[config.mk]
export PLATFORM = sky130hd
export DESIGN_NAME = floppy_dma_controller_regs
export DESIGN_NICKNAME = d
export VERILOG_FILES = /design/src/hw/rtl/fdc_pkg.sv /design/src/hw/rtl/fdc_idx_unit.sv /design/src/hw/rtl/floppy_dma_controller_regs.sv
export SDC_FILE = /design/constraint.sdc
export NUM_CORES = 1
export LEC_CHECK = 0
export BUFFER_PORTS_ARGS = -buffer_cell sky130_fd_sc_hd__buf_2
export CAP_MARGIN = 20
export CORE_UTILIZATION = 55
export DETAILED_ROUTE_END_ITERATION = 16
export PLACE_DENSITY = 0.86
export SETUP_SLACK_MARGIN = 0.5
export SLEW_MARGIN = 20
export SYNTH_ARGS = -nofsm -noshare
export SYNTH_HDL_FRONTEND = slang
export SYNTH_SLANG_ARGS = --single-unit
[constraint.sdc]
create_clock -name aclk -period 24.2 [get_ports aclk]
set_input_delay 1.21 -clock aclk [delete_from_list [all_inputs] [get_ports aclk]]
set_output_delay 1.21 -clock aclk [all_outputs]
set_load 0.03 [all_outputs]
[src/hw/rtl/fdc_pkg.sv]
// ---------------------------------------------------------------------------
// fdc_pkg
// Shared types and constants for the floppy controller DMA register window.
// ---------------------------------------------------------------------------
package fdc_pkg;

    localparam int SECTOR_BYTES_DEF  = 512;
    localparam int MAX_SPT_DEF       = 11;
    localparam int IDX_W             = 16;
    localparam int CFG_IDX_W         = 3;
    localparam int CFG_DATA_W        = 25;

    localparam logic [2:0] OP_WR_MODE  = 3'd0;
    localparam logic [2:0] OP_WR_ADDR  = 3'd1;
    localparam logic [2:0] OP_RD_ADDR  = 3'd2;
    localparam logic [2:0] OP_WR_DATA  = 3'd3;
    localparam logic [2:0] OP_RD_DATA  = 3'd4;
    localparam logic [2:0] OP_RD_DMAST = 3'd5;
    localparam logic [2:0] OP_WR_DRIVE = 3'd6;
    localparam logic [2:0] OP_TICK     = 3'd7;

    localparam logic [2:0] CFG_TRACKS   = 3'd0;
    localparam logic [2:0] CFG_SIDES    = 3'd1;
    localparam logic [2:0] CFG_SPT      = 3'd2;
    localparam logic [2:0] CFG_MEDIA    = 3'd3;
    localparam logic [2:0] CFG_MEMBYTES = 3'd4;
    localparam logic [2:0] CFG_IRQDLY   = 3'd5;

    localparam logic [1:0] KIND_ACK   = 2'd0;
    localparam logic [1:0] KIND_RD    = 2'd1;
    localparam logic [1:0] KIND_WR    = 2'd2;
    localparam logic [1:0] KIND_IDREC = 2'd3;

    localparam logic [7:0] STATUS_RNF   = 8'h10;
    localparam logic [7:0] MAX_TRACK    = 8'd90;

    typedef struct packed {
        logic [2:0]  op;
        logic [1:0]  byte_select;
        logic [15:0] value;
        logic [15:0] cycles;
    } in_item_t;

    typedef struct packed {
        logic [1:0]  kind;
        logic [10:0] disk_sector_index;
        logic [23:0] memory_address;
        logic [47:0] id_record;
        logic [15:0] read_data;
        logic        interrupt_line;
        logic        busy_flag;
        logic        last;
    } out_item_t;

endpackage

[src/hw/rtl/fdc_idx_unit.sv]
// ---------------------------------------------------------------------------
// fdc_idx_unit
// Two-step linear sector index: (track*sides+side)*spt + sector - 1.
// ---------------------------------------------------------------------------
module fdc_idx_unit (
    input  logic                        aclk,
    input  logic                        aresetn,
    input  logic                        start,
    input  logic [7:0]                  track,
    input  logic                        side,
    input  logic [1:0]                  side_count,
    input  logic [3:0]                  spt,
    input  logic [7:0]                  sector,
    output logic [fdc_pkg::IDX_W-1:0]   idx,
    output logic                        done
);
    logic [9:0]                 t1_reg;
    logic                       step_reg;
    logic [fdc_pkg::IDX_W-1:0]  idx_reg;
    logic                       done_reg;

    always_ff @(posedge aclk) begin
        if (!aresetn) begin
            step_reg <= 1'b0;
            done_reg <= 1'b0;
        end else begin
            step_reg <= start;
            done_reg <= step_reg;
        end
        if (start)
            t1_reg <= {2'd0, track} * {8'd0, side_count} + {9'd0, side};
        if (step_reg)
            idx_reg <= {6'd0, t1_reg} * {12'd0, spt} + {8'd0, sector}
                       - fdc_pkg::IDX_W'(1);
    end

    assign idx  = idx_reg;
    assign done = done_reg;

    a_done_follows: assert property (@(posedge aclk) disable iff (!aresetn)
        start |=> ##1 done) else $error("index unit latency");
endmodule

[src/hw/rtl/floppy_dma_controller_regs.sv]
// ---------------------------------------------------------------------------
// floppy_dma_controller_regs
// Floppy controller behind a DMA register window, one bus access per item.
// ---------------------------------------------------------------------------
// s_ channel: one item per bus access, drive port write or tick. The block
// takes an item only when idle; s_ready drops until its last result is
// loaded into the output register.
// m_ channel: zero or more transfer/id items, then one item with last set.
// Plain accesses: the input item is registered, executed, and then its final
// item is loaded, so the next input item is taken only after that. A sector
// run goes, per sector, through a start state for the index unit, a wait
// state while it computes, and a check-and-issue state, until the run limit,
// the end of the track or the sector count ends it.
// When the receiver stalls, the block holds in its issue state until the
// output register frees; the output register lets the next result be
// prepared while the last one waits.
// Reset: registers take their reset values, drive port reads all ones, the
// sector register one, configuration its defaults. The user must write
// configuration via cfg_wr_en/cfg_index/cfg_wdata while idle; unchecked.
// ---------------------------------------------------------------------------
module floppy_dma_controller_regs #(
    parameter int SECTOR_BYTES          = fdc_pkg::SECTOR_BYTES_DEF,
    parameter int MAX_SECTORS_PER_TRACK = fdc_pkg::MAX_SPT_DEF
) (
    input  logic                              aclk,
    input  logic                              aresetn,
    input  logic                              s_valid,
    output logic                              s_ready,
    input  fdc_pkg::in_item_t                 s_data,
    output logic                              m_valid,
    input  logic                              m_ready,
    output fdc_pkg::out_item_t                m_data,
    input  logic                              cfg_wr_en,
    input  logic [fdc_pkg::CFG_IDX_W-1:0]     cfg_index,
    input  logic [fdc_pkg::CFG_DATA_W-1:0]    cfg_wdata
);
    localparam int MW = $clog2(MAX_SECTORS_PER_TRACK + 1);

    typedef enum logic [2:0] {
        ST_IDLE, ST_EXEC, ST_CALC, ST_WAIT, ST_CHECK, ST_IDREC, ST_FINAL
    } state_t;

    state_t              state_reg;
    fdc_pkg::in_item_t   item_reg;
    fdc_pkg::out_item_t  out_reg;
    logic                out_valid_reg;

    logic [7:0]  tracks_reg;
    logic [1:0]  sides_reg;
    logic [3:0]  spt_reg;
    logic        media_reg;
    logic [24:0] mem_reg;
    logic [15:0] irqdly_reg;

    logic [15:0] mode_reg;
    logic [23:0] addr_reg;
    logic [7:0]  count_reg, track_reg, sector_reg, data_reg, status_reg;
    logic        irq_reg, busy_reg, motor_reg, failed_reg, outward_reg;
    logic [15:0] delay_reg;
    logic [7:0]  drive_reg, lastcmd_reg;
    logic [15:0] rd_reg;
    logic [1:0]  kind_reg;
    logic [MW-1:0] moved_reg;

    logic                      idx_start, idx_done;
    logic [fdc_pkg::IDX_W-1:0] idx;
    logic                      side, out_free, ok, drive0;
    logic [25:0]               addr_end;
    logic [7:0]                cmd, sector_inc, st_v;
    logic [15:0]               dly_load;
    logic [MW-1:0]             moved_inc;

    assign side       = ~drive_reg[0];
    assign drive0     = ~drive_reg[1];
    assign out_free   = !out_valid_reg || m_ready;
    assign idx_start  = (state_reg == ST_CALC);
    assign addr_end   = {2'b0, addr_reg} + 26'(SECTOR_BYTES);
    assign cmd        = item_reg.value[7:0];
    assign sector_inc = sector_reg + 8'd1;
    assign moved_inc  = moved_reg + MW'(1);
    assign dly_load   = (irqdly_reg == 16'd0) ? 16'd1 : irqdly_reg;
    assign ok = (track_reg < tracks_reg) && ({1'b0, side} < sides_reg)
        && (sector_reg != 8'd0) && (sector_reg <= {4'd0, spt_reg})
        && (idx <= fdc_pkg::IDX_W'(2047)) && (mem_reg != 25'd0)
        && (addr_end <= {1'b0, mem_reg});

    always_comb begin
        st_v = status_reg;
        if (busy_reg) st_v[0] = 1'b1;
        if (!lastcmd_reg[7]) begin
            if (track_reg == 8'd0) st_v[2] = 1'b1;
            if (motor_reg) st_v[5] = 1'b1;
        end
        if (motor_reg) st_v[7] = 1'b1;
    end

    fdc_idx_unit u_idx (
        .aclk(aclk), .aresetn(aresetn), .start(idx_start),
        .track(track_reg), .side(side), .side_count(sides_reg), .spt(spt_reg),
        .sector(sector_reg), .idx(idx), .done(idx_done)
    );

    always_ff @(posedge aclk) begin
        if (!aresetn) begin
            state_reg <= ST_IDLE;
            out_valid_reg <= 1'b0;
            tracks_reg <= 8'd80; sides_reg <= 2'd2; spt_reg <= 4'd9;
            media_reg <= 1'b0; mem_reg <= '0; irqdly_reg <= 16'd8000;
            mode_reg <= '0; addr_reg <= '0; count_reg <= '0; track_reg <= '0;
            sector_reg <= 8'd1; data_reg <= '0; status_reg <= '0;
            irq_reg <= 1'b0; busy_reg <= 1'b0; motor_reg <= 1'b0;
            failed_reg <= 1'b0; outward_reg <= 1'b0; delay_reg <= '0;
            drive_reg <= 8'hff; lastcmd_reg <= '0;
            rd_reg <= '0; kind_reg <= '0; moved_reg <= '0;
        end else begin
            if (m_ready) out_valid_reg <= 1'b0;
            if (cfg_wr_en) begin
                case (cfg_index)
                    fdc_pkg::CFG_TRACKS:   tracks_reg <= cfg_wdata[7:0];
                    fdc_pkg::CFG_SIDES:    sides_reg  <= cfg_wdata[1:0];
                    fdc_pkg::CFG_SPT:      spt_reg    <= cfg_wdata[3:0];
                    fdc_pkg::CFG_MEDIA:    media_reg  <= cfg_wdata[0];
                    fdc_pkg::CFG_MEMBYTES: mem_reg    <= cfg_wdata;
                    fdc_pkg::CFG_IRQDLY:   irqdly_reg <= cfg_wdata[15:0];
                    default: ;
                endcase
            end
            case (state_reg)
                ST_IDLE: begin
                    if (s_valid) begin
                        item_reg <= s_data;
                        state_reg <= ST_EXEC;
                    end
                end
                ST_EXEC: begin
                    rd_reg <= '0;
                    state_reg <= ST_FINAL;
                    case (item_reg.op)
                        fdc_pkg::OP_WR_MODE: begin
                            if (mode_reg[8] != item_reg.value[8]) failed_reg <= 1'b0;
                            mode_reg <= item_reg.value;
                        end
                        fdc_pkg::OP_WR_ADDR: begin
                            case (item_reg.byte_select)
                                2'd0: addr_reg[23:16] <= item_reg.value[7:0];
                                2'd1: addr_reg[15:8]  <= item_reg.value[7:0];
                                default: addr_reg[7:0] <= item_reg.value[7:0];
                            endcase
                        end
                        fdc_pkg::OP_RD_ADDR: begin
                            case (item_reg.byte_select)
                                2'd0: rd_reg <= {8'd0, addr_reg[23:16]};
                                2'd1: rd_reg <= {8'd0, addr_reg[15:8]};
                                default: rd_reg <= {8'd0, addr_reg[7:0]};
                            endcase
                        end
                        fdc_pkg::OP_WR_DATA: begin
                            if (mode_reg[4]) begin
                                count_reg <= item_reg.value[7:0];
                            end else begin
                                case (mode_reg[2:1])
                                    2'd1: track_reg <= item_reg.value[7:0];
                                    2'd2: sector_reg <= item_reg.value[7:0];
                                    2'd3: data_reg <= item_reg.value[7:0];
                                    default: begin
                                        lastcmd_reg <= cmd;
                                        failed_reg <= 1'b0;
                                        status_reg <= '0;
                                        motor_reg <= 1'b1;
                                        busy_reg <= 1'b1;
                                        irq_reg <= 1'b0;
                                        delay_reg <= dly_load;
                                        if (!cmd[7]) begin
                                            if (cmd[7:4] == 4'h0) track_reg <= '0;
                                            else if (cmd[7:4] == 4'h1) track_reg <= data_reg;
                                            else begin
                                                if (cmd[6:5] == 2'b10) begin
                                                    outward_reg <= 1'b0;
                                                    if (track_reg < fdc_pkg::MAX_TRACK)
                                                        track_reg <= track_reg + 8'd1;
                                                end else if (cmd[6:5] == 2'b11) begin
                                                    outward_reg <= 1'b1;
                                                    if (track_reg != 8'd0)
                                                        track_reg <= track_reg - 8'd1;
                                                end else if (outward_reg) begin
                                                    if (track_reg != 8'd0)
                                                        track_reg <= track_reg - 8'd1;
                                                end else if (track_reg < fdc_pkg::MAX_TRACK) begin
                                                    track_reg <= track_reg + 8'd1;
                                                end
                                            end
                                        end else if (cmd[7:4] == 4'hd) begin
                                            busy_reg <= 1'b0;
                                            delay_reg <= '0;
                                            irq_reg <= cmd[3];
                                        end else if (cmd[7:6] == 2'b10) begin
                                            kind_reg <= cmd[5] ? fdc_pkg::KIND_WR
                                                               : fdc_pkg::KIND_RD;
                                            moved_reg <= '0;
                                            if (!drive0 || !media_reg) begin
                                                failed_reg <= 1'b1;
                                                status_reg <= fdc_pkg::STATUS_RNF;
                                            end else if (count_reg != 8'd0) begin
                                                state_reg <= ST_CALC;
                                            end
                                        end else if (cmd[7:4] == 4'hc) begin
                                            if (!drive0 || !media_reg) begin
                                                status_reg <= fdc_pkg::STATUS_RNF;
                                            end else begin
                                                data_reg <= track_reg;
                                                if (count_reg != 8'd0 && mem_reg != 25'd0
                                                    && ({1'b0, addr_reg} + 25'd6) <= mem_reg)
                                                    state_reg <= ST_IDREC;
                                            end
                                        end else if (cmd[7:4] != 4'he) begin
                                            status_reg <= fdc_pkg::STATUS_RNF;
                                        end
                                    end
                                endcase
                            end
                        end
                        fdc_pkg::OP_RD_DATA: begin
                            if (mode_reg[4]) begin
                                rd_reg <= {8'd0, count_reg};
                            end else begin
                                case (mode_reg[2:1])
                                    2'd1: rd_reg <= {8'd0, track_reg};
                                    2'd2: rd_reg <= {8'd0, sector_reg};
                                    2'd3: rd_reg <= {8'd0, data_reg};
                                    default: begin
                                        rd_reg <= {8'd0, st_v};
                                        irq_reg <= 1'b0;
                                    end
                                endcase
                            end
                        end
                        fdc_pkg::OP_RD_DMAST:
                            rd_reg <= {14'd0, count_reg == 8'd0, !failed_reg};
                        fdc_pkg::OP_WR_DRIVE: drive_reg <= item_reg.value[7:0];
                        default: begin
                            if (delay_reg != 16'd0) begin
                                if (item_reg.cycles >= delay_reg) begin
                                    delay_reg <= '0;
                                    busy_reg <= 1'b0;
                                    irq_reg <= 1'b1;
                                end else begin
                                    delay_reg <= delay_reg - item_reg.cycles;
                                end
                            end
                        end
                    endcase
                end
                ST_CALC: state_reg <= ST_WAIT;
                ST_WAIT: if (idx_done) state_reg <= ST_CHECK;
                ST_CHECK: begin
                    if (!ok) begin
                        failed_reg <= 1'b1;
                        status_reg <= fdc_pkg::STATUS_RNF;
                        state_reg <= ST_FINAL;
                    end else if (out_free) begin
                        out_valid_reg <= 1'b1;
                        out_reg <= '{kind: kind_reg, disk_sector_index: idx[10:0],
                            memory_address: addr_reg, id_record: '0, read_data: '0,
                            interrupt_line: 1'b0, busy_flag: 1'b1, last: 1'b0};
                        addr_reg <= addr_reg + 24'(SECTOR_BYTES);
                        count_reg <= count_reg - 8'd1;
                        moved_reg <= moved_inc;
                        if (sector_inc > {4'd0, spt_reg}) begin
                            sector_reg <= 8'd1;
                            state_reg <= ST_FINAL;
                        end else begin
                            sector_reg <= sector_inc;
                            if (count_reg == 8'd1
                                || moved_inc == MW'(MAX_SECTORS_PER_TRACK))
                                state_reg <= ST_FINAL;
                            else
                                state_reg <= ST_CALC;
                        end
                    end
                end
                ST_IDREC: begin
                    if (out_free) begin
                        out_valid_reg <= 1'b1;
                        out_reg <= '{kind: fdc_pkg::KIND_IDREC, disk_sector_index: '0,
                            memory_address: addr_reg,
                            id_record: {track_reg, 7'd0, side, sector_reg, 8'd2, 16'd0},
                            read_data: '0, interrupt_line: 1'b0, busy_flag: 1'b1,
                            last: 1'b0};
                        addr_reg <= addr_reg + 24'd6;
                        count_reg <= count_reg - 8'd1;
                        state_reg <= ST_FINAL;
                    end
                end
                ST_FINAL: begin
                    if (out_free) begin
                        out_valid_reg <= 1'b1;
                        out_reg <= '{kind: fdc_pkg::KIND_ACK, disk_sector_index: '0,
                            memory_address: '0, id_record: '0, read_data: rd_reg,
                            interrupt_line: irq_reg, busy_flag: busy_reg, last: 1'b1};
                        state_reg <= ST_IDLE;
                    end
                end
                default: state_reg <= ST_IDLE;
            endcase
        end
    end

    assign s_ready = (state_reg == ST_IDLE);
    assign m_valid = out_valid_reg;
    assign m_data  = out_reg;

    a_xfer_busy: assert property (@(posedge aclk) disable iff (!aresetn)
        (m_valid && !m_data.last) |-> (m_data.busy_flag && !m_data.interrupt_line))
        else $error("transfer item without busy");
    a_run_limit: assert property (@(posedge aclk) disable iff (!aresetn)
        moved_reg <= MW'(MAX_SECTORS_PER_TRACK)) else $error("run limit exceeded");
    a_idle_empty: assert property (@(posedge aclk) disable iff (!aresetn)
        (state_reg == ST_FINAL && out_free) |=> (m_valid && m_data.last && s_ready))
        else $error("final item not issued");
endmodule
Yosys cells after proc, flatten, opt, wreduce, memory -nomap -nowiden
Cells that the tools add are included.

operators by class
  multipliers = 2
  add/subtract/negate cells = 13
  order comparisons = 9
  eq/ne operators = 63
  reduce and logical (&&, ||, !) cells = 71
  multiplexer cells = 131
  bitwise operators = 11

operator list
  operator                                                           count
  104-bit two-way mux                                                4
  104-bit one-hot mux with 3 select lines                            1
  8-bit two-way mux                                                  35
  16-bit two-way mux                                                 7
  24-bit two-way mux                                                 4
  8-bit one-hot mux with 2 select lines                              5
  24-bit one-hot mux with 3 select lines                             1
  8-bit one-hot mux with 3 select lines                              3
  25-bit <= comparator                                               2
  3-bit two-way mux                                                  16
  6-bit AND reduction                                                7
  2-bit inequality test (second input constant)                      19
  1-bit two-way mux                                                  33
  4-bit two-way mux                                                  8
  16-bit one-hot mux with 2 select lines                             1
  24-bit by 10-bit adder with 25-bit output (second input constant)  1
  24-bit by 3-bit adder with 25-bit output (second input constant)   1
  25-bit nonzero test                                                1
  24-bit by 10-bit adder with 24-bit output (second input constant)  1
  24-bit by 3-bit adder with 24-bit output (second input constant)   1
  3-bit equality test (second input constant)                        8
  8-bit nonzero test                                                 3
  3-bit one-hot mux with 7 select lines                              1
  5-bit AND reduction                                                4
  54 further kinds                                                   133

word-level totals
  input bits = 70
  output and inout port bits = 106
  logic and storage cells = 344
  bits in registers = 348

Logic depth before layout (Yosys ltp)
Gate-level depths: netlist (run 1).

  depth after elaboration = 13
  mapped depth = 19
  mapped depth without buffers = 17

By module
A second synthesis (run 1) with hierarchy kept.

unflattened totals
  cells, all modules = 2088
  area total of the unflattened synthesis = 18271.3 µm²

by module, submodules not included
  module                      cells an instance  area an instance (µm²)  instances
  floppy_dma_controller_regs  1768               15232.1                 1
  fdc_idx_unit                320                3039.2                  1

Least setup slack after synthesis (run 1)
No wires, ideal clock.

  path type = register to register
  start = register addr_reg[11]
  end = register out_reg (netlist bit m_data[0]), enable pin
  clock period less this slack = 14.382 ns
  slack = 9.818 ns
  data required time = 23.357 ns
  setup time = 0.843 ns
  cell stages (with the launch flop) = 17
  arrival = 13.539 ns
  buffers on the path = 2
  path through = dfxtp_1 buf_2 nand3_1 or2_2 nor2_1 and3_1 clkbuf_1 nand3_1 xnor2_1 ha_1 a21oi_1 o21ai_0 a221oi_1 nand4_1 o211ai_1 a211oi_1 a2111oi_0

on the way
  cells in the longest elaborated chain, start to end = 5

RTL lines
  item                                       RTL line                           text
  from (decl)                                floppy_dma_controller_regs.sv:56   logic [23:0] addr_reg;
  from (signal assigned)                     floppy_dma_controller_regs.sv:146  2'd1: addr_reg[15:8] <= item_reg.value[7:0];
  from (signal assigned)                     floppy_dma_controller_regs.sv:265  addr_reg <= addr_reg + 24'(SECTOR_BYTES);
  from (signal assigned)                     floppy_dma_controller_regs.sv:289  addr_reg <= addr_reg + 24'd6;
  24-bit by 10-bit adder with 25-bit output  floppy_dma_controller_regs.sv:77   assign addr_end = {2'b0, addr_reg} + 26'(SECTOR_BYTES);
  25-bit <= comparator                       floppy_dma_controller_regs.sv:85   && (addr_end <= {1'b0, mem_reg});
  1-bit logical AND                          floppy_dma_controller_regs.sv:85
  2-bit inequality test (no source line)     -
  6-bit AND reduction (no source line)       -
  to (signal assigned)                       floppy_dma_controller_regs.sv:262  out_reg <= '{kind: kind_reg, disk_sector_index: idx[10:0],
  to (signal assigned)                       floppy_dma_controller_regs.sv:284  out_reg <= '{kind: fdc_pkg::KIND_IDREC, disk_sector_index: '0,
  to (signal assigned)                       floppy_dma_controller_regs.sv:297  out_reg <= '{kind: fdc_pkg::KIND_ACK, disk_sector_index: '0,
  to (decl)                                  floppy_dma_controller_regs.sv:45   fdc_pkg::out_item_t out_reg;

Every way passes these cells.
A chain may end at the register's enable or synchronous reset.

Worst setup path after layout (run 1)
  start = register addr_reg[11]
  end = register out_reg (netlist bit m_data[1]), enable pin

Same word-level chain as after synthesis.

==> results_dict.tcl, run 1 <==
set metrics [dict create \
    outcome "finished, final reports clean" \
    max_cap_viol_count 0 \
    largest_reg_flops 66 \
    gp_congestion 0.9656 \
    clk_pin_slew_ps 70 \
    worstReg2RegStart "addr_reg[11]$_SDFFE_PN0P_" \
    grt_util_met3_pct 3.249 \
    place_hpwl_um 34970 \
    first_global_vias 14294 \
    crit_fanout 53 \
    numClockSinks 283 \
    hold_class "reg -> reg" \
    startpoint "addr_reg[11]$_SDFFE_PN0P_" \
    clockRootBuffer "clkbuf_16" \
    die_h_um 181.6 \
    synth.distinct_cells 78 \
    cts_htree_levels 1 \
    syn_inst 2012 \
    coreArea_mm2 0.03164 \
    grt_usage_pct 28.13 \
    setup_viol 0 \
    wl_per_cell_um 18.83 \
    clk_path_buf_depth 3 \
    cellPowerDensity_mw_per_mm2 84.08 \
    antennaDiodeCount 0 \
    worst_slew_pin_slew_ps 1063 \
    die_area_mm2 0.03299 \
    cts_tree "done" \
    place_ws_ps 18920 \
    relSlewSlack_pct 27.11 \
    finalClockSkew_ps 15.69 \
    fin_crit_ps 5467 \
    final_common_cell "nand2_1" \
    timing.final.max_slew_violations 0 \
    yosysSeqAreaShare_pct 38.81 \
    fmax_mhz 182.9 \
    crit_end "m_data[1]$_DFFE_PP_" \
    finalCritPeriodShare_pct 22.59 \
    numPortBuffers 130 \
    ant_nets 0 \
    viasPerCell 6.043 \
    worst_slack_ps 18730 \
    finalHoldViolations 0 \
    crit_path_end_kind "flop" \
    met2_usage_pct 44.98 \
    dieWidth_um 181.6 \
    vdd_drop_max_mv 0.06592 \
    rsz0062_at_grt "false" \
    ys.flop_type "dfxtp_1" \
    drc 0 \
    synth-edff-count 122 \
    required_ps 24390 \
    antenna_found_initial 0 \
    cts_setup_buffers 0 \
    drive_gt1_share_pct 11.04 \
    firstDrtPassIters 7 \
    p_leak_nw 7.970 \
    synth_warnings 0 \
    syn_area_mm2 0.01774 \
    setup_tns_ps 0 \
    ios 176 \
    drt_iter0_markers 1598 \
    syn_avg_cell_area_um2 8.819 \
    reg2reg_slack_ps 18730 \
    final_nets 2302 \
    drt_wl_total_um 47140 \
    cts_buffers 30 \
    syn_to_final_growth_pct 9.858 \
    row_count 65 \
    cp-start-kind "flop" \
    crit_type "reg -> reg" \
    grt_use_met1_pct 39.27 \
    via_count 15125 \
    rr_worst_depth 16 \
    grt_pass1_wl_um 74530 \
    overflow 0 \
    clkLatencyLatePin_ps 560 \
    cts_resized 0 \
    critPathArrivalTime_ps 5650 \
    rr_endpoint "m_data[1]$_DFFE_PP_" \
    cts-hold-fix-buffers 0 \
    grt_max_degree 75 \
    synth_seq_cells 283 \
    whs_ps 455.3 \
    top_usage_layer "met2" \
    final_cell_mix "nand2_1 (252), a21oi_1 (161), dfxtp_1 (161), nor2_1 (149)" \
    async_flop_share_pct 0 \
    initial_utilization_pct 56.09 \
]
worst max-delay path: stages, from the launching register on:
cell and delay [ps]:
dfxtp_1 540, nand3_1 190, or2_2 360, nor2_1 350, and3_1 440, nand3_1 200
xnor2_1 250, ha_1 280, a21oi_1 150, o21ai_0 130, a221oi_1 460, nand4_1 150
o211ai_1 150, buf_4 230, a211oi_1 100, a2111oi_2 410, buf_4 630
synth_stat cells (7+ instances only):
cell | count | area (um2)
nand2_1 | 252 | 945.9
a21oi_1 | 161 | 805.8
dfxtp_1 | 161 | 3223
nor2_1 | 149 | 559.3
ha_1 | 130 | 1627
edfxtp_1 | 122 | 3664
inv_1 | 122 | 457.9
clkbuf_1 | 99 | 371.6
o21ai_0 | 86 | 430.4
and2_1 | 66 | 412.9
nand3_1 | 53 | 265.3
xnor2_1 | 49 | 429.2
buf_4 | 39 | 292.8
and3_1 | 38 | 237.7
xor2_1 | 38 | 332.8
mux2i_1 | 37 | 370.4
nor3_1 | 31 | 155.2
a22oi_1 | 28 | 210.2
a211oi_1 | 26 | 195.2
fa_1 | 25 | 500.5
a31oi_1 | 22 | 137.6
nand4_1 | 21 | 131.4
a21o_1 | 17 | 127.6
nor2b_1 | 17 | 106.4
nor4_1 | 17 | 106.4
nand2b_1 | 16 | 100.1
o211ai_1 | 15 | 112.6
a221oi_1 | 13 | 113.9
or2_2 | 9 | 56.30
or3_1 | 9 | 56.30
o21a_1 | 8 | 60.06
buf_2 | 7 | 35.03
nor3b_1 | 7 | 52.55
o221ai_1 | 7 | 61.31
o31ai_1 | 7 | 52.55
area by class of cell:
| class | count | area, um2 |
|---|---|---|
| Sequential cell | 283 | 6887 |
| Multi-Input combinational cell | 1490 | 9842 |
| Fill cell | 2613 | 12140 |
| Inverter | 123 | 462.9 |
| Clock buffer | 43 | 883.3 |
| Clock inverter | 13 | 122.6 |
| Tap cell | 402 | 503.0 |
| Timing Repair Buffer | 149 | 793.3 |
worst min path at each step:
| stage | depth (start not counted) | slack, ps | from | endpoint |
|---|---|---|---|---|
| final | 2 | 460 | tracks_reg[7]$_SDFFE_PN0P_ | tracks_reg[7]$_SDFFE_PN0P_ |
| after CTS | 2 | 460 | tracks_reg[7]$_SDFFE_PN0P_ | tracks_reg[7]$_SDFFE_PN0P_ |
| after global placement | 2 | 440 | rd_reg[1]$_SDFFE_PN0P_ | rd_reg[1]$_SDFFE_PN0P_ |
| after detailed placement | 2 | 450 | tracks_reg[7]$_SDFFE_PN0P_ | tracks_reg[7]$_SDFFE_PN0P_ |
| after global routing | 2 | 480 | tracks_reg[7]$_SDFFE_PN0P_ | tracks_reg[7]$_SDFFE_PN0P_ |
| after floorplan | 2 | 430 | rd_reg[1]$_SDFFE_PN0P_ | rd_reg[1]$_SDFFE_PN0P_ |
stage by stage:
stage,std cells,util [%],power [mW],area [um2]
floorplan,2049,-,1.017,17880
detailed placement,2447,58.42,1.165,18480
finish,2503,61.62,1.639,19490
global route,2503,61.62,1.720,19490
global placement,2447,58.40,1.147,18480
CTS,2503,61.60,1.628,19490
where the power goes:
group | internal (mW) | leakage (nW) | switching, mW
logic | 0.204 | 5.08 | 0.339
registers | 0.560 | 2.39 | 0.0692
clock network | 0.275 | 0.497 | 0.192
total | 1.04 | 7.97 | 0.600
cells by family after synthesis:
logic type                 synth area share (%)
buffers and inverters                     6.727
AOI/OAI and AO/OA                         16.56
muxes                                     2.087
and+or+nand+nor                           19.52
xor gates and xnor gates                  4.294
DFF                                       38.81
other                                   0.02113
adders and majority gates                 11.99
layer usage:
layer	vias up	routed length, um
met2	736	20940
met4	0	1737
met3	129	4323
li1	7177	-
met5	-	0
met1	7083	20140
(Power assumes the default switching activity.)
==> inputs of run 2 (changes only) <==
ABC_AREA = 1   (was not set)
clock period = 5.7 ns   (was 24.2 ns; I/O delays follow)
==> results_dict.tcl, run 2 <==
set metrics [dict create \
    numClockSinks 283 \
    vdd_drop_max_mv 0.3355 \
    cellPowerDensity_mw_per_mm2 401.0 \
    final_common_cell "nand2_1" \
    numPortBuffers 130 \
    cp-start-kind "flop" \
    required_ps 6030 \
    final_cell_mix "nand2_1 (497), inv_1 (367), nor2_1 (261), a21oi_1 (194), dfxtp_1 (161)" \
    drc 1 \
    antennaDiodeCount 0 \
    outcome "complete, but fails checks" \
    final_nets 2773 \
    critPathArrivalTime_ps 4830 \
    grt_usage_pct 29.85 \
    drt_wl_total_um 50410 \
    wl_per_cell_um 16.72 \
    ant_nets 0 \
    viasPerCell 5.551 \
    clkLatencyLatePin_ps 580 \
    rsz0062_at_grt "false" \
    place_hpwl_um 37050 \
    synth_seq_cells 283 \
    cts_htree_levels 1 \
    drt_iter0_markers 1675 \
    worst_slack_ps 1206 \
    fmax_mhz 222.5 \
    synth_top_area_share_pct 20.22 \
    initial_utilization_pct 55.82 \
    rr_worst_depth 16 \
    crit_type "reg -> reg" \
    synth.distinct_cells 51 \
    fin_crit_ps 4494 \
    largest_reg_flops 66 \
    coreArea_mm2 0.03245 \
    synthTopCellsByCount "nand2_1 (497), inv_1 (368), nor2_1 (262)" \
    p_leak_nw 9.602 \
    min_path_cells 3 \
    async_flop_share_pct 0 \
    relSlewSlack_pct 28.05 \
    die_h_um 183.5 \
    first_global_vias 15596 \
    startpoint "spt_reg[2]$_SDFFE_PN0P_" \
    synth_warnings 0 \
    worstReg2RegStart "spt_reg[2]$_SDFFE_PN0P_" \
    crit_path_end_kind "flop" \
    violations "design-rule violations" \
    cts_tree "done" \
    timing.final.max_slew_violations 0 \
    max_cap_viol_count 0 \
    gp_congestion 0.9742 \
    crit_end "u_idx.idx[13]$_DFFE_PP_" \
    overflow 0 \
    die_area_mm2 0.03367 \
    ys.flop_type "dfxtp_1" \
    hold_class "in -> reg" \
    via_count 16730 \
    syn_avg_cell_area_um2 7.536 \
    finalHoldViolations 0 \
    row_count 66 \
    setup_tns_ps 0 \
    ios 176 \
    yosysSeqAreaShare_pct 38.01 \
    finalClockSkew_ps 22.59 \
    antenna_found_initial 0 \
    clk_path_buf_depth 3 \
    syn_to_final_growth_pct 12.59 \
    place_ws_ps 1236 \
    grt_pass1_wl_um 80220 \
    clk_pin_slew_ps 70 \
    setup_viol 0 \
    cts_setup_buffers 0 \
    syn_area_mm2 0.01812 \
    finalCritPeriodShare_pct 78.84 \
    drive_gt1_share_pct 8.243 \
    synth-edff-count 122 \
    clockRootBuffer "clkbuf_16" \
    rr_endpoint "u_idx.idx[13]$_DFFE_PP_" \
    worst_slew_pin_slew_ps 1075 \
    crit_fanout 11 \
    syn_inst 2404 \
    cts_buffers 31 \
    grt_max_degree 112 \
    reg2reg_slack_ps 1210 \
    firstDrtPassIters 13 \
    yosysTopAreaCell "edfxtp_1" \
    synthMostInstantiatedCell "nand2_1" \
    dieWidth_um 183.5 \
    synthTopCellsByArea "edfxtp_1 (20%), dfxtp_1 (18%), nand2_1 (10%)" \
]
run 2: cell count changes in the layout (fill, tap and decap cells not counted), sizes merged, moves of 19 or more:
cell and change:
and2 -64, and3 -38, nand3 +51, a21oi +34, nand2 +246, nor2 +115
inv +252, xnor2 -34, mux2i -37, o21ai +78, dlygate4sd3 +39, a22oi -28
xor2 +19
run 2: worst min-delay path by stage:
stage                                       endpoint                      from  slack [ps]
after CTS                   mem_reg[19]$_SDFFE_PN0P_             cfg_wdata[19]           1
after global routing      irqdly_reg[6]$_SDFFE_PN1P_              cfg_wdata[6]          30
after floorplan                     cmd[0]$_DFFE_PP_                s_data[16]         380
after detailed placement    outward_reg$_SDFFE_PN0P_  outward_reg$_SDFFE_PN0P_         450
final                       mem_reg[19]$_SDFFE_PN0P_             cfg_wdata[19]          10
after global placement      outward_reg$_SDFFE_PN0P_  outward_reg$_SDFFE_PN0P_         440
run 2: critical path: stages (launching register included):
cell	delay [ps]
dfxtp_1	540
nand2_1	140
fa_1	520
inv_1	50
fa_1	560
fa_1	430
ha_1	390
a21oi_1	210
nand2_1	130
xnor2_1	300
nand3b_1	110
nor2_1	240
nand4_1	180
nor2_1	230
nand3_1	100
nand2_1	80
nand2_1	40
run 2: layout make-up:
cell class | instances | area [um2]
fillers | 2766 | 12060
multi-input cells | 1674 | 9409
flip-flops and latches | 283 | 6887
inverters | 378 | 1421
repair buffers | 180 | 1139
clock buffers | 42 | 848.3
well taps | 442 | 553.0
clock inverters | 15 | 140.1
run 2: per-layer routing:
layer / wire (um) / share of wire [%] / global-route usage, % / vias to the layer above
met4: 1280 / 2.5 / 8.533 / 0
met5: 0 / 0 / 0 / -
met2: 22180 / 44 / 47.42 / 893
li1: - / - / - / 8091
met1: 21640 / 43 / 41.95 / 7648
met3: 5301 / 11 / 4.735 / 98
run 2: repair_timing:
item | CTS | global route
endpoints found under the hold margin | 39 | 0
hold buffers | 39 | 0
resized for setup | 0 | 0
run 2: power by group:
group,internal (mW),switching [mW],total [mW],leakage [nW]
Sequential,2.49,0.280,2.77,2.44
Clock,1.13,0.835,1.97,0.476
Combinational,1.12,2.32,3.44,6.69
run 2: through the flow:
step	std cells	total power, mW	hold WS, ps	util (%)	cell area [um2]
finish	3014	8.179	13.13	62.85	20400
global route	3014	8.718	29.45	62.85	20400
CTS	3014	8.100	1.358	62.85	20400
detailed placement	2918	6.120	454.9	58.60	19020
global placement	2918	6.000	444.6	58.60	19020
floorplan	2441	5.257	383.9	-	18260
run 2: kinds of logic after synthesis:
kind of cell | Yosys count | synth area share [%]
adder cells (fa/ha/maj) | 155 | 11.74
flip-flops | 283 | 38.01
AO/OA/AOI/OAI | 458 | 14.13
AND/OR/NAND/NOR | 951 | 21.72
buffers and inverters | 484 | 10.89
other | 1 | 0.02070
XOR/XNOR | 72 | 3.481
==> inputs of run 3 (changes only) <==
clock period = 4.7 ns   (was 5.7 ns; I/O delays follow)
==> results_dict.tcl, run 3 (synthesized netlist as in run 2, its figures left out) <==
set metrics [dict create \
    outcome "finished, final reports clean" \
    rsz0062_at_grt "false" \
    relSlewSlack_pct 28.78 \
    wl_met2_um 22840 \
    startpoint "u_idx.t1_reg[2]$_DFFE_PP_" \
    setup_tns_ps 0 \
    min_path_cells 4 \
    clkLatencyLatePin_ps 570 \
    rr_worst_depth 15 \
    worst_slew_pin_slew_ps 1064 \
    place_area_mm2 0.01910 \
    finalHoldViolations 0 \
    timing.final.max_slew_violations 0 \
    total_power_mw 10.32 \
    ios 176 \
    via_count 17173 \
    required_ps 5010 \
    max_cap_viol_count 0 \
    syn_to_final_growth_pct 15.22 \
    viasPerCell 5.634 \
    rr_endpoint "u_idx.idx[10]$_DFFE_PP_" \
    drc 0 \
    grt_usage_pct 30.54 \
    ant_nets 0 \
    firstDrtPassIters 5 \
    top_layer "met4" \
    grt_max_degree 102 \
    cts_htree_levels 1 \
    grt_pass1_wl_um 81630 \
    fin_util_pct 64.32 \
    place_hpwl_um 37790 \
    crit_type "reg -> reg" \
    finalCritPeriodShare_pct 87.54 \
    multiInputGateArea_mm2 0.009527 \
    final_cell_area_mm2 0.02087 \
    wl_per_cell_um 17.11 \
    fin_crit_ps 4115 \
    cts_tree "done" \
    max_stage_delay_ps 550 \
    finalClockSkew_ps 15.55 \
    cp_slowest_cell "fa_1" \
    first_global_vias 16082 \
    cp-start-kind "flop" \
    drt_wl_total_um 52150 \
    fmax_mhz 243.0 \
    final_cell_mix "nand2_1 (495), inv_1 (368), nor2_1 (255), a21oi_1 (190)" \
    final_nets 2807 \
    numClockSinks 283 \
    reg2reg_slack_ps 590 \
    coreArea_mm2 0.03245 \
    gp_congestion 0.9815 \
    numPortBuffers 130 \
    die_area_mm2 0.03367 \
    clk_path_buf_depth 3 \
    worst_slack_ps 585.5 \
    critPathArrivalTime_ps 4420 \
    register_area_mm2 0.006898 \
    p_leak_nw 9.811 \
    dieWidth_um 183.5 \
    die_h_um 183.5 \
    wl_met1_um 21090 \
    antenna_found_initial 0 \
    clockRootBuffer "clkbuf_16" \
    hold_class "in -> reg" \
    cts_buffers 30 \
    place_ws_ps 271.3 \
    worstReg2RegStart "u_idx.t1_reg[2]$_DFFE_PP_" \
    met3_length_um 6285 \
    nFillCells 2724 \
    antennaDiodeCount 0 \
    overflow 0 \
    cp_common_cell "fa_1" \
    crit_path_end_kind "flop" \
    crit_chain "nand2_1 > fa_1 > inv_1 > fa_1 > fa_1 > ha_2 > nand2_1 > inv_1 > nand4_1 > o211ai_1 > xnor2_2 > nand3_1 > nor2_1 > nand4_1 > xor2_1" \
    min-delay-start "cfg_index[2]" \
    vdd_drop_max_mv 0.3587 \
    largest_reg_flops 66 \
    min_to "media_reg$_SDFFE_PN0P_" \
    drive_gt1_share_pct 10.21 \
    row_count 66 \
    initial_utilization_pct 55.82 \
    cellPowerDensity_mw_per_mm2 494.6 \
    final_common_cell "nand2_1" \
    drt_iter0_markers 1666 \
    setup_viol 0 \
    crit_fanout 5 \
    clk_pin_slew_ps 60 \
]
-- run 3: cell count changes in the layout (fill, tap and decap cells not counted), moves of 4 or more --
| cell | before | now |
|---|---|---|
| nor2_1 | 261 | 255 |
| clkinv_1 | 9 | 5 |
| a21oi_1 | 194 | 190 |
| buf_4 | 11 | 32 |
| nor2_2 | 2 | 8 |
| a21oi_2 | 1 | 5 |
| ha_2 | 0 | 4 |
| ha_1 | 130 | 125 |
| clkinv_2 | 2 | 9 |
| dlygate4sd3_1 | 39 | 53 |
-- run 3: timing repair --
action	4_1_cts	5_1_grt
setup buffers	1	9
endpoints found under the hold margin	60	0
gates resized for setup	4	29
endpoints found under the setup margin	7	102
pin swaps	1	6
gates cloned	0	0
hold buffers	53	0
-- run 3: worst max path at each step --
stage | endpoint | slack [ps] | cells after the start
floorplan | u_idx.idx[13]$_DFFE_PP_ | 540 | 17
global placement | u_idx.idx[13]$_DFFE_PP_ | 370 | 16
detailed placement | u_idx.idx[13]$_DFFE_PP_ | 270 | 16
CTS | u_idx.idx[13]$_DFFE_PP_ | 440 | 16
global route | u_idx.idx[12]$_DFFE_PP_ | 350 | 17
finish | u_idx.idx[10]$_DFFE_PP_ | 590 | 15
-- run 3: critical path, delay by kind of cell (launching register included) --
family / cells / cell delay [ps]
buffers and inverters: 2 / 160
DFF: 1 / 400
and+or+nand+nor: 6 / 830
AOI/OAI and AO/OA: 1 / 180
xor gates and xnor gates: 2 / 360
adders and majority gates: 4 / 1920
-- run 3: per-layer routing --
metal	vias up	GRT usage, %
met1	7862	40.42
met4	0	11.70
met2	985	47.62
met5	-	0
met3	162	8.142
li1	8164	-
-- run 3: power breakdown --
part	internal (mW)	switching, mW
registers	3.02	0.342
clock network	1.45	1.02
logic	1.55	2.94
-- run 3: cell type report --
class                           instances  share of cell area [%]
Timing Repair Buffer                  215                   6.881
Sequential cell                       283                   33.05
Clock inverter                         16                  0.6953
Multi-Input combinational cell       1674                   45.64
Clock buffer                           40                   4.280
Inverter                              378                   6.809
Tap cell                              442                   2.649
-- run 3: metrics by stage --
step,std cells,hold WS (ps)
3_3_place_gp,2929,411.5
2_1_floorplan,2441,333.9
5_1_grt,3048,49.44
3_5_place_dp,2929,413.1
4_1_cts,3039,14.28
6_report,3048,18.07
